`src/rtl/vrr_pkg.sv`:
```
package vrr_pkg;

    localparam int MAX_REPLY_BYTES = 16;
    localparam int CNT_W = $clog2(MAX_REPLY_BYTES + 1);
    localparam int LEN_W = 5;

    localparam int QUEUE_DEPTH = 2;
    localparam int QPTR_W = $clog2(QUEUE_DEPTH);

    localparam logic [7:0] HDR_BYTE = 8'h90;
    localparam logic [7:0] END_BYTE = 8'hFF;
    localparam logic [7:0] TYPE_INFO = 8'h50;
    localparam logic [3:0] HI_ACK = 4'h4;
    localparam logic [3:0] HI_COMPLETION = 4'h5;
    localparam logic [3:0] HI_ERROR = 4'h6;
    localparam logic [7:0] ERR_CANCEL_A = 8'h04;
    localparam logic [7:0] ERR_CANCEL_B = 8'h05;
    localparam logic [3:0] SOCK_ONE = 4'h1;
    localparam logic [3:0] SOCK_TWO = 4'h2;
    localparam logic [LEN_W-1:0] LEN_SHORT = 5'd3;
    localparam logic [LEN_W-1:0] LEN_CANCEL = 5'd4;

    typedef enum logic [2:0] {
        KIND_ACK        = 3'd0,
        KIND_COMPLETION = 3'd1,
        KIND_INFO       = 3'd2,
        KIND_ERROR      = 3'd3,
        KIND_OTHER      = 3'd4,
        KIND_OVERLONG   = 3'd5
    } kind_t;

    typedef struct packed {
        logic             has_type;
        logic             overlong;
        logic [LEN_W-1:0] len;
        logic [7:0]       type_byte;
        logic [7:0]       third_byte;
        logic [15:0]      value_one;
        logic [15:0]      value_two;
    } frame_t;

    typedef struct packed {
        kind_t            kind;
        logic [3:0]       sock;
        logic [LEN_W-1:0] len;
        logic [7:0]       error_byte;
        logic [15:0]      value_one;
        logic [15:0]      value_two;
        logic [1:0]       busy;
    } result_t;

endpackage

```
`src/rtl/visca_reply_receiver.sv`:
```
// Camera reply deframer.
// Input queue side: rx_byte is taken on a clock edge with push high and full
// low, one beat per received byte, one beat per cycle at full rate.
// Result queue side: while empty is low the oldest reply sits on reply_kind,
// socket_number, reply_length, error_byte, first_value, second_value and the
// two socket busy flags; it leaves on an edge with pop high.
// Only the terminator byte of a packet yields a result. Its result reaches
// the ports through registers: the frame enters the frame queue on the
// terminator edge itself, and the reply classifier, which also holds the
// socket pending flags, moves it into the output stage while its skid
// entry is free. Every other byte is absorbed with no result.
// The framer and classifier are joined by a two-entry frame queue, and the
// classifier drives a two-entry output stage, so a stalled result side holds
// up to four replies before full rises; once the frame queue is full, every
// byte waits, terminator or not. Sustained rate, while full is low, is one
// byte per cycle. Reset clears the framer to header hunt, empties both queues
// and clears the socket pending flags.
module visca_reply_receiver
    import vrr_pkg::*;
(
    input  logic              clk,
    input  logic              rst_n,
    input  logic              push,
    output logic              full,
    input  logic [7:0]        rx_byte,
    output logic              empty,
    input  logic              pop,
    output logic [2:0]        reply_kind,
    output logic [3:0]        socket_number,
    output logic [LEN_W-1:0]  reply_length,
    output logic [7:0]        error_byte,
    output logic [15:0]       first_value,
    output logic [15:0]       second_value,
    output logic              socket_one_busy,
    output logic              socket_two_busy
);

    logic    accept;
    logic    frame_push;
    frame_t  frame_in;
    frame_t  frame_out;
    logic    frame_valid;
    logic    frame_take;
    logic    head_valid;
    result_t head;

    assign accept = push && !full;

    vrr_deframer u_deframer
    (
        .clk        (clk),
        .rst_n      (rst_n),
        .accept     (accept),
        .rx_byte    (rx_byte),
        .frame_push (frame_push),
        .frame      (frame_in)
    );

    vrr_queue u_queue
    (
        .clk     (clk),
        .rst_n   (rst_n),
        .wr_en   (frame_push),
        .wr_data (frame_in),
        .full    (full),
        .rd_en   (frame_take),
        .rd_data (frame_out),
        .valid   (frame_valid)
    );

    vrr_classifier u_classifier
    (
        .clk         (clk),
        .rst_n       (rst_n),
        .frame_valid (frame_valid),
        .frame       (frame_out),
        .frame_take  (frame_take),
        .pop         (pop),
        .head_valid  (head_valid),
        .head        (head)
    );

    assign empty = !head_valid;
    assign reply_kind = head.kind;
    assign socket_number = head.sock;
    assign reply_length = head.len;
    assign error_byte = head.error_byte;
    assign first_value = head.value_one;
    assign second_value = head.value_two;
    assign socket_one_busy = head.busy[0];
    assign socket_two_busy = head.busy[1];

endmodule

```
`src/rtl/vrr_deframer.sv`:
```
module vrr_deframer
    import vrr_pkg::*;
(
    input  logic       clk,
    input  logic       rst_n,
    input  logic       accept,
    input  logic [7:0] rx_byte,
    output logic       frame_push,
    output frame_t     frame
);

    logic             in_packet_reg, in_packet_next;
    logic [CNT_W-1:0] count_reg, count_next;
    logic             ovf_reg, ovf_next;
    logic [7:0]       type_reg, type_next;
    logic [7:0]       third_reg, third_next;
    logic [15:0]      v1_reg, v1_next;
    logic [15:0]      v2_reg, v2_next;

    logic [4:0]       pos5;
    logic [CNT_W:0]   len_full;
    logic [3:0]       nib;

    assign pos5 = 5'(count_reg);
    assign len_full = {1'b0, count_reg} + (CNT_W+1)'(1);
    assign nib = rx_byte[3:0];

    always_comb
    begin
        frame_push = 1'b0;
        frame.has_type = (count_reg >= CNT_W'(2));
        frame.overlong = ovf_reg || (len_full > (CNT_W+1)'(MAX_REPLY_BYTES));
        frame.len = frame.overlong ? LEN_W'(MAX_REPLY_BYTES) : LEN_W'(len_full);
        frame.type_byte = type_reg;
        frame.third_byte = (count_reg == CNT_W'(2)) ? END_BYTE : third_reg;
        frame.value_one = v1_reg;
        frame.value_two = v2_reg;

        in_packet_next = in_packet_reg;
        count_next = count_reg;
        ovf_next = ovf_reg;
        type_next = type_reg;
        third_next = third_reg;
        v1_next = v1_reg;
        v2_next = v2_reg;

        if (accept)
        begin
            if (!in_packet_reg || rx_byte != END_BYTE)
            begin
                if ((!in_packet_reg || count_reg == CNT_W'(1)) && rx_byte == HDR_BYTE)
                begin
                    // start or restart a packet
                    in_packet_next = 1'b1;
                    count_next = CNT_W'(1);
                    ovf_next = 1'b0;
                    type_next = '0;
                    third_next = '0;
                    v1_next = '0;
                    v2_next = '0;
                end
                else if (in_packet_reg)
                begin
                    if (count_reg >= CNT_W'(MAX_REPLY_BYTES))
                    begin
                        ovf_next = 1'b1;
                    end
                    else
                    begin
                        count_next = count_reg + CNT_W'(1);
                        if (count_reg == CNT_W'(1))
                        begin
                            type_next = rx_byte;
                        end
                        if (count_reg == CNT_W'(2))
                        begin
                            third_next = rx_byte;
                        end
                        case (pos5)
                            5'd2:    v1_next[15:12] = nib;
                            5'd3:    v1_next[11:8] = nib;
                            5'd4:    v1_next[7:4] = nib;
                            5'd5:    v1_next[3:0] = nib;
                            5'd6:    v2_next[15:12] = nib;
                            5'd7:    v2_next[11:8] = nib;
                            5'd8:    v2_next[7:4] = nib;
                            5'd9:    v2_next[3:0] = nib;
                            default: ;
                        endcase
                    end
                end
            end
            else
            begin
                frame_push = 1'b1;
                in_packet_next = 1'b0;
                count_next = '0;
                ovf_next = 1'b0;
                third_next = frame.third_byte;
            end
        end
    end

    always_ff @(posedge clk or negedge rst_n)
    begin
        if (!rst_n)
        begin
            in_packet_reg <= 1'b0;
            count_reg <= '0;
            ovf_reg <= 1'b0;
            type_reg <= '0;
            third_reg <= '0;
            v1_reg <= '0;
            v2_reg <= '0;
        end
        else
        begin
            in_packet_reg <= in_packet_next;
            count_reg <= count_next;
            ovf_reg <= ovf_next;
            type_reg <= type_next;
            third_reg <= third_next;
            v1_reg <= v1_next;
            v2_reg <= v2_next;
        end
    end

endmodule

```
`src/rtl/vrr_queue.sv`:
```
module vrr_queue
    import vrr_pkg::*;
(
    input  logic   clk,
    input  logic   rst_n,
    input  logic   wr_en,
    input  frame_t wr_data,
    output logic   full,
    input  logic   rd_en,
    output frame_t rd_data,
    output logic   valid
);

    frame_t            slot_reg [QUEUE_DEPTH];
    logic [QPTR_W-1:0] wr_ptr_reg, wr_ptr_next;
    logic [QPTR_W-1:0] rd_ptr_reg, rd_ptr_next;
    logic [QPTR_W:0]   count_reg, count_next;
    logic              do_wr, do_rd;

    assign full = (count_reg == (QPTR_W+1)'(QUEUE_DEPTH));
    assign valid = (count_reg != '0);
    assign rd_data = slot_reg[rd_ptr_reg];
    assign do_wr = wr_en && !full;
    assign do_rd = rd_en && valid;

    always_comb
    begin
        wr_ptr_next = wr_ptr_reg;
        rd_ptr_next = rd_ptr_reg;
        count_next = count_reg;
        if (do_wr)
        begin
            wr_ptr_next = (wr_ptr_reg == QPTR_W'(QUEUE_DEPTH - 1)) ? '0
                                                                   : wr_ptr_reg + QPTR_W'(1);
        end
        if (do_rd)
        begin
            rd_ptr_next = (rd_ptr_reg == QPTR_W'(QUEUE_DEPTH - 1)) ? '0
                                                                   : rd_ptr_reg + QPTR_W'(1);
        end
        case ({do_wr, do_rd})
            2'b10:   count_next = count_reg + (QPTR_W+1)'(1);
            2'b01:   count_next = count_reg - (QPTR_W+1)'(1);
            default: count_next = count_reg;
        endcase
    end

    always_ff @(posedge clk or negedge rst_n)
    begin
        if (!rst_n)
        begin
            wr_ptr_reg <= '0;
            rd_ptr_reg <= '0;
            count_reg <= '0;
        end
        else
        begin
            wr_ptr_reg <= wr_ptr_next;
            rd_ptr_reg <= rd_ptr_next;
            count_reg <= count_next;
        end
    end

    always_ff @(posedge clk)
    begin
        if (do_wr)
        begin
            slot_reg[wr_ptr_reg] <= wr_data;
        end
    end

endmodule

```
`src/rtl/vrr_classifier.sv`:
```
module vrr_classifier
    import vrr_pkg::*;
(
    input  logic    clk,
    input  logic    rst_n,
    input  logic    frame_valid,
    input  frame_t  frame,
    output logic    frame_take,
    input  logic    pop,
    output logic    head_valid,
    output result_t head
);

    logic       head_valid_reg, head_valid_next;
    logic       skid_valid_reg, skid_valid_next;
    result_t    head_reg, head_next;
    result_t    skid_reg, skid_next;
    logic [1:0] pend_reg, pend_next;

    result_t    res;
    logic [3:0] hi;
    logic [1:0] sock_bit;
    logic       release_out;

    assign hi = frame.type_byte[7:4];
    assign frame_take = frame_valid && !skid_valid_reg;
    assign release_out = !head_valid_reg || pop;
    assign head_valid = head_valid_reg;
    assign head = head_reg;

    always_comb
    begin
        case (frame.type_byte[3:0])
            SOCK_ONE: sock_bit = 2'b01;
            SOCK_TWO: sock_bit = 2'b10;
            default:  sock_bit = 2'b00;
        endcase

        pend_next = pend_reg;
        if (frame.overlong)
        begin
            res.kind = KIND_OVERLONG;
        end
        else if (frame.has_type && hi == HI_ACK && frame.len == LEN_SHORT)
        begin
            res.kind = KIND_ACK;
            pend_next = pend_reg | sock_bit;
        end
        else if (frame.has_type && hi == HI_COMPLETION && frame.len == LEN_SHORT)
        begin
            res.kind = KIND_COMPLETION;
            pend_next = pend_reg & ~sock_bit;
        end
        else if (frame.has_type && frame.type_byte == TYPE_INFO)
        begin
            res.kind = KIND_INFO;
        end
        else if (frame.has_type && hi == HI_ERROR)
        begin
            res.kind = KIND_ERROR;
            if (frame.len == LEN_CANCEL && (frame.third_byte == ERR_CANCEL_A
                                            || frame.third_byte == ERR_CANCEL_B))
            begin
                pend_next = pend_reg & ~sock_bit;
            end
        end
        else
        begin
            res.kind = KIND_OTHER;
        end
        if (!frame_take)
        begin
            pend_next = pend_reg;
        end

        res.sock = frame.type_byte[3:0];
        res.len = frame.len;
        res.error_byte = frame.third_byte;
        res.value_one = frame.value_one;
        res.value_two = frame.value_two;
        res.busy = pend_next;

        // two-entry output stage: head on the ports, skid behind it
        head_valid_next = head_valid_reg;
        skid_valid_next = skid_valid_reg;
        head_next = head_reg;
        skid_next = skid_reg;
        if (release_out)
        begin
            if (skid_valid_reg)
            begin
                head_next = skid_reg;
                head_valid_next = 1'b1;
                skid_valid_next = 1'b0;
            end
            else
            begin
                head_next = res;
                head_valid_next = frame_take;
            end
        end
        else if (frame_take)
        begin
            skid_next = res;
            skid_valid_next = 1'b1;
        end
    end

    always_ff @(posedge clk or negedge rst_n)
    begin
        if (!rst_n)
        begin
            head_valid_reg <= 1'b0;
            skid_valid_reg <= 1'b0;
            pend_reg <= '0;
        end
        else
        begin
            head_valid_reg <= head_valid_next;
            skid_valid_reg <= skid_valid_next;
            pend_reg <= pend_next;
        end
    end

    always_ff @(posedge clk)
    begin
        head_reg <= head_next;
        skid_reg <= skid_next;
    end

endmodule

```
`config.mk`:
```
export PLATFORM = sky130hd
export DESIGN_NAME = visca_reply_receiver
export DESIGN_NICKNAME = d
export VERILOG_FILES = /design/src/rtl/vrr_pkg.sv /design/src/rtl/visca_reply_receiver.sv /design/src/rtl/vrr_deframer.sv /design/src/rtl/vrr_queue.sv /design/src/rtl/vrr_classifier.sv
export SDC_FILE = /design/constraint.sdc
export NUM_CORES = 1
export LEC_CHECK = 0
export ABC_AREA = 1
export ABC_CLOCK_PERIOD_IN_PS = 7200
export BUFFER_PORTS_ARGS = -buffer_cell sky130_fd_sc_hd__buf_2
export CORE_MARGIN = 4
export CORE_UTILIZATION = 25
export CTS_CLUSTER_DIAMETER = 200
export DETAILED_ROUTE_END_ITERATION = 16
export HOLD_SLACK_MARGIN = 0.12
export SYNTH_ARGS = -nofsm -noshare
export SYNTH_HDL_FRONTEND = slang
export SYNTH_SLANG_ARGS = --single-unit
```
`constraint.sdc`:
```
create_clock -name clk -period 7.2 [get_ports clk]
set_input_delay 0.72 -clock clk [delete_from_list [all_inputs] [get_ports clk]]
set_output_delay 0.72 -clock clk [all_outputs]
set_load 0.01 [all_outputs]
```
==> impl_summary.txt <==
----------------------------------------------------
[Outcome]
  Status ... completed

[Synthesis]
  Cell taking the most area after synthesis ... sky130_fd_sc_hd__edfxtp_1
  Yosys synthesis warning count ... 0
  Mapped Area ... 11200 sq um
  Most frequently used cell type in the post-synthesis netlist ... sky130_fd_sc_hd__nand2_1
  Distinct cell type count of the synthesized netlist ... 29
  Count of flip-flops with a built-in enable after synthesis ... 218
  Synthesized Nets ... 1004
  Avg Inst Size Synth ... 11.3 sq um
  Prevailing post-synth register cell ... sky130_fd_sc_hd__edfxtp_1
  Seq/Total Area, Yosys ... 72.6%
  Post-synth top area share ... 58.5%
  Cells taking the most area after synthesis ... sky130_fd_sc_hd__edfxtp_1 59%, sky130_fd_sc_hd__dfrtp_1 14%, sky130_fd_sc_hd__nand2_1 12%
  Proportion of synthesized flip-flops having asynchronous set or reset ... 22.4%
  Count of mapped cells out of synthesis ... 986
  Count of state elements after synthesis ... 281
  Post-synth top cells ... 357 x sky130_fd_sc_hd__nand2_1, 218 x sky130_fd_sc_hd__edfxtp_1, 73 x sky130_fd_sc_hd__inv_1

[Global routing]
  Largest net degree at the start of global routing ... 76
  Global-route usage over all layers ... 10.3%
  Global route total overflow ... 0
  Vias in the first global route ... 6894
  Global-route wire length before repair ... 39.2 mm
  Initial antenna violation count ... 0

[Power and ir drop]
  Internal power consumption ... 3.11 mW
  Sequential Power Share ... 49.2%
  IR drop worst, VDD ... 179 uV
  PnR Total Power ... 4.52 mW
  Total power divided by cell area ... 347 nW/um^2
  Leakage power figure ... 5.41 nW
  Switching pwr ... 1.41 mW
  Clock share of power ... 29.8%
  Combinational cell fraction of total power ... 21.0%
  Switching power as a share of total power ... 31.2%

[Clock tree]
  CTS H-Tree Depth ... 1
  Number of clock sinks ... 281
  Number of buffers created by CTS ... 27
  Max Buffers Root-to-Sink ... 3
  Setup fix buffers added after clock tree synthesis ... 0
  Clk_lat worst skew ... 550 ps
  Total of cells resized after clock tree synthesis ... 0
  Number of hold buffers added after CTS ... 0
  Clock transition time at the flip-flop clock pins of the worst setup and hold paths ... 60 ps
  CTS tree ... done
  CTS root buffer ... sky130_fd_sc_hd__clkbuf_16

[Finish]
  Number of nets in the layout ... 1073
  Fillers ... 4522
  Area overhead of the layout relative to synthesis ... 16.7%
  Max FFs per register ... 110
  Diodes inserted ... 0
  Non-Filler Instances ... 1668
  Layout cell share with drive strength beyond 1 ... 12.5%

[Critical path]
  Startpoint types ... flip-flop
  Crit path top cell by count ... sky130_fd_sc_hd__nand2_1
  Cell with the largest stage delay on the worst path ... sky130_fd_sc_hd__dfrtp_2
  Crit path kind ... reg -> reg
  CP cell instances ... clkinv_1, buf_4, nand2_1, nand2_1, inv_1, nand2_1, nor3_1, nand3_1, nand2_1, nand2_1, nand2_1, nand2_1
  Count of buffering cells on the critical path with inverters included ... 3
  Data required time at the worst endpoint ... 7490 ps
  Crit-path max FO ... 61
  Worst setup EP type ... flip-flop
  Setup slack, reg-to-reg ... 4260 ps
  Peak per-stage delay on the critical path ... 1100 ps
  Cell family with the largest share of critical-path delay ... flip-flops
  Arrival time at the worst endpoint ... 3240 ps

[Job]
  Max Cap Violations ... 0

[Placed design]
  I/O Buffers ... 67
  Placed instance count ... 1618
  DP HPWL ... 17.2 mm
  Gpl congestion ... 0.847

[Die]
  Height of the chip ... 220 um
  Die area ... 48200 sq um
  Top Ports ... 68
  Die boundary width ... 220 um
  Core footprint ... 44200 sq um
  Starting density of the core ... 25.3%
  Row Count ... 77

[Timing]
  Final count of hold timing violations ... 0
  Setup repair after global routing missed its margin ... no
  Post-route clock skew ... 19.0 ps
  Slew at the pin with the worst max-slew slack ... 1110 ps
  Final-report max-slew violation count ... 0
  Final TNS setup ... 0 ps
  Final setup violation count ... 0
  Max Clock Freq ... 340 MHz
  Worst slew margin relative to its limit ... 26.2%
  Final Critical Period ... 2940 ps
  Final Cycle Share ... 40.9%

[Detailed routing]
  Mean routed wirelength per cell ... 14.9 um
  Final wirelength ... 24.8 mm
  Routed vias ... 6961
  DRC violation count after routing ... 0
  Number of routed nets with antenna violations ... 0
  Via-to-Cell Ratio ... 4.17
  DR iter-0 viols ... 469
  Number of detailed-route iterations in the first pass ... 5

[Hold path]
  Class of the tightest hold or removal check ... in -> async

----------------------------------------------------
area by class of cell:
type	count	area, sq um	area share [%]
Sequential cell	281	8120	62.2
Multi-Input combinational cell	594	2650	20.3
Clock buffer	35	769	5.90
Tap cell	592	741	5.68
Timing Repair Buffer	76	403	3.09
Inverter	75	282	2.16
Clock inverter	15	86.3	0.661
path summary, 6_finish.rpt:
check	startpoint	to	cells after the start
worst max-delay path	u_queue.rd_ptr_reg	u_classifier.head[0]	12
worst min-delay path	rst_n	u_deframer.third_reg[6]	2
min in group clk	u_deframer.v2_reg[8]	u_queue.slot_reg[0][8]	0
worst min register to register	u_deframer.v2_reg[8]	u_queue.slot_reg[0][8]	0
worst max register to register	u_queue.rd_ptr_reg	u_classifier.head[0]	12
max in group asynchronous	rst_n	u_queue.rd_ptr_reg	2
stage by stage:
| stage | util [%] | instance area [sq um] | hold WS [ps] | worst slack (ps) |
|---|---|---|---|---|
| global route | 29.5 | 13100 | 437 | 3870 |
| finish | 29.5 | 13100 | 359 | 4260 |
| floorplan | - | 11200 | 424 | 2800 |
| CTS | 29.5 | 13100 | 398 | 4240 |
| global placement | 27.6 | 12200 | 456 | 4180 |
| detailed placement | 27.6 | 12200 | 458 | 4040 |
power by group through the flow:
stage,registers [mW],clock network [mW],logic (mW)
after floorplan,2.23,0,0.608
after global placement,2.26,0,0.947
after detailed placement,2.26,0,0.970
after CTS,2.23,1.38,0.971
after global routing,2.26,1.46,1.09
final,2.23,1.35,0.948
routing by layer:
layer  track usage (%)  part of all wire (%)
met2              16.3                    45
met5                 0                     0
met4              2.61                   1.9
met1              14.9                    48
met3              1.54                   4.6
logic make-up (layout without fill, tap and decap cells):
logic type	count (synthesis)	count (layout)	synth area share, %
adders and majority gates	6	6	0.671
buffers and inverters	111	201	3.95
xor gates and xnor gates	7	7	0.548
and+or+nand+nor	500	500	18.1
DFF	281	281	72.6
AOI/OAI and AO/OA	81	81	4.14
cells in the final DEF (no fill, tap or decap), drive strengths merged:
cell      instances
or2               4
a21oi             7
nand3            60
xnor2             2
dfrtp            63
xor2              5
nor3              6
nand2           360
o21ai            37
inv              75
clkinv           13
nand4             2
ha                6
clkbuf           35
a31oi            37
buf              76
nor2             64
nor4              2
edfxtp          218
clkinvlp          2
nand3b            2
Power figures use the tool's default switching activity.
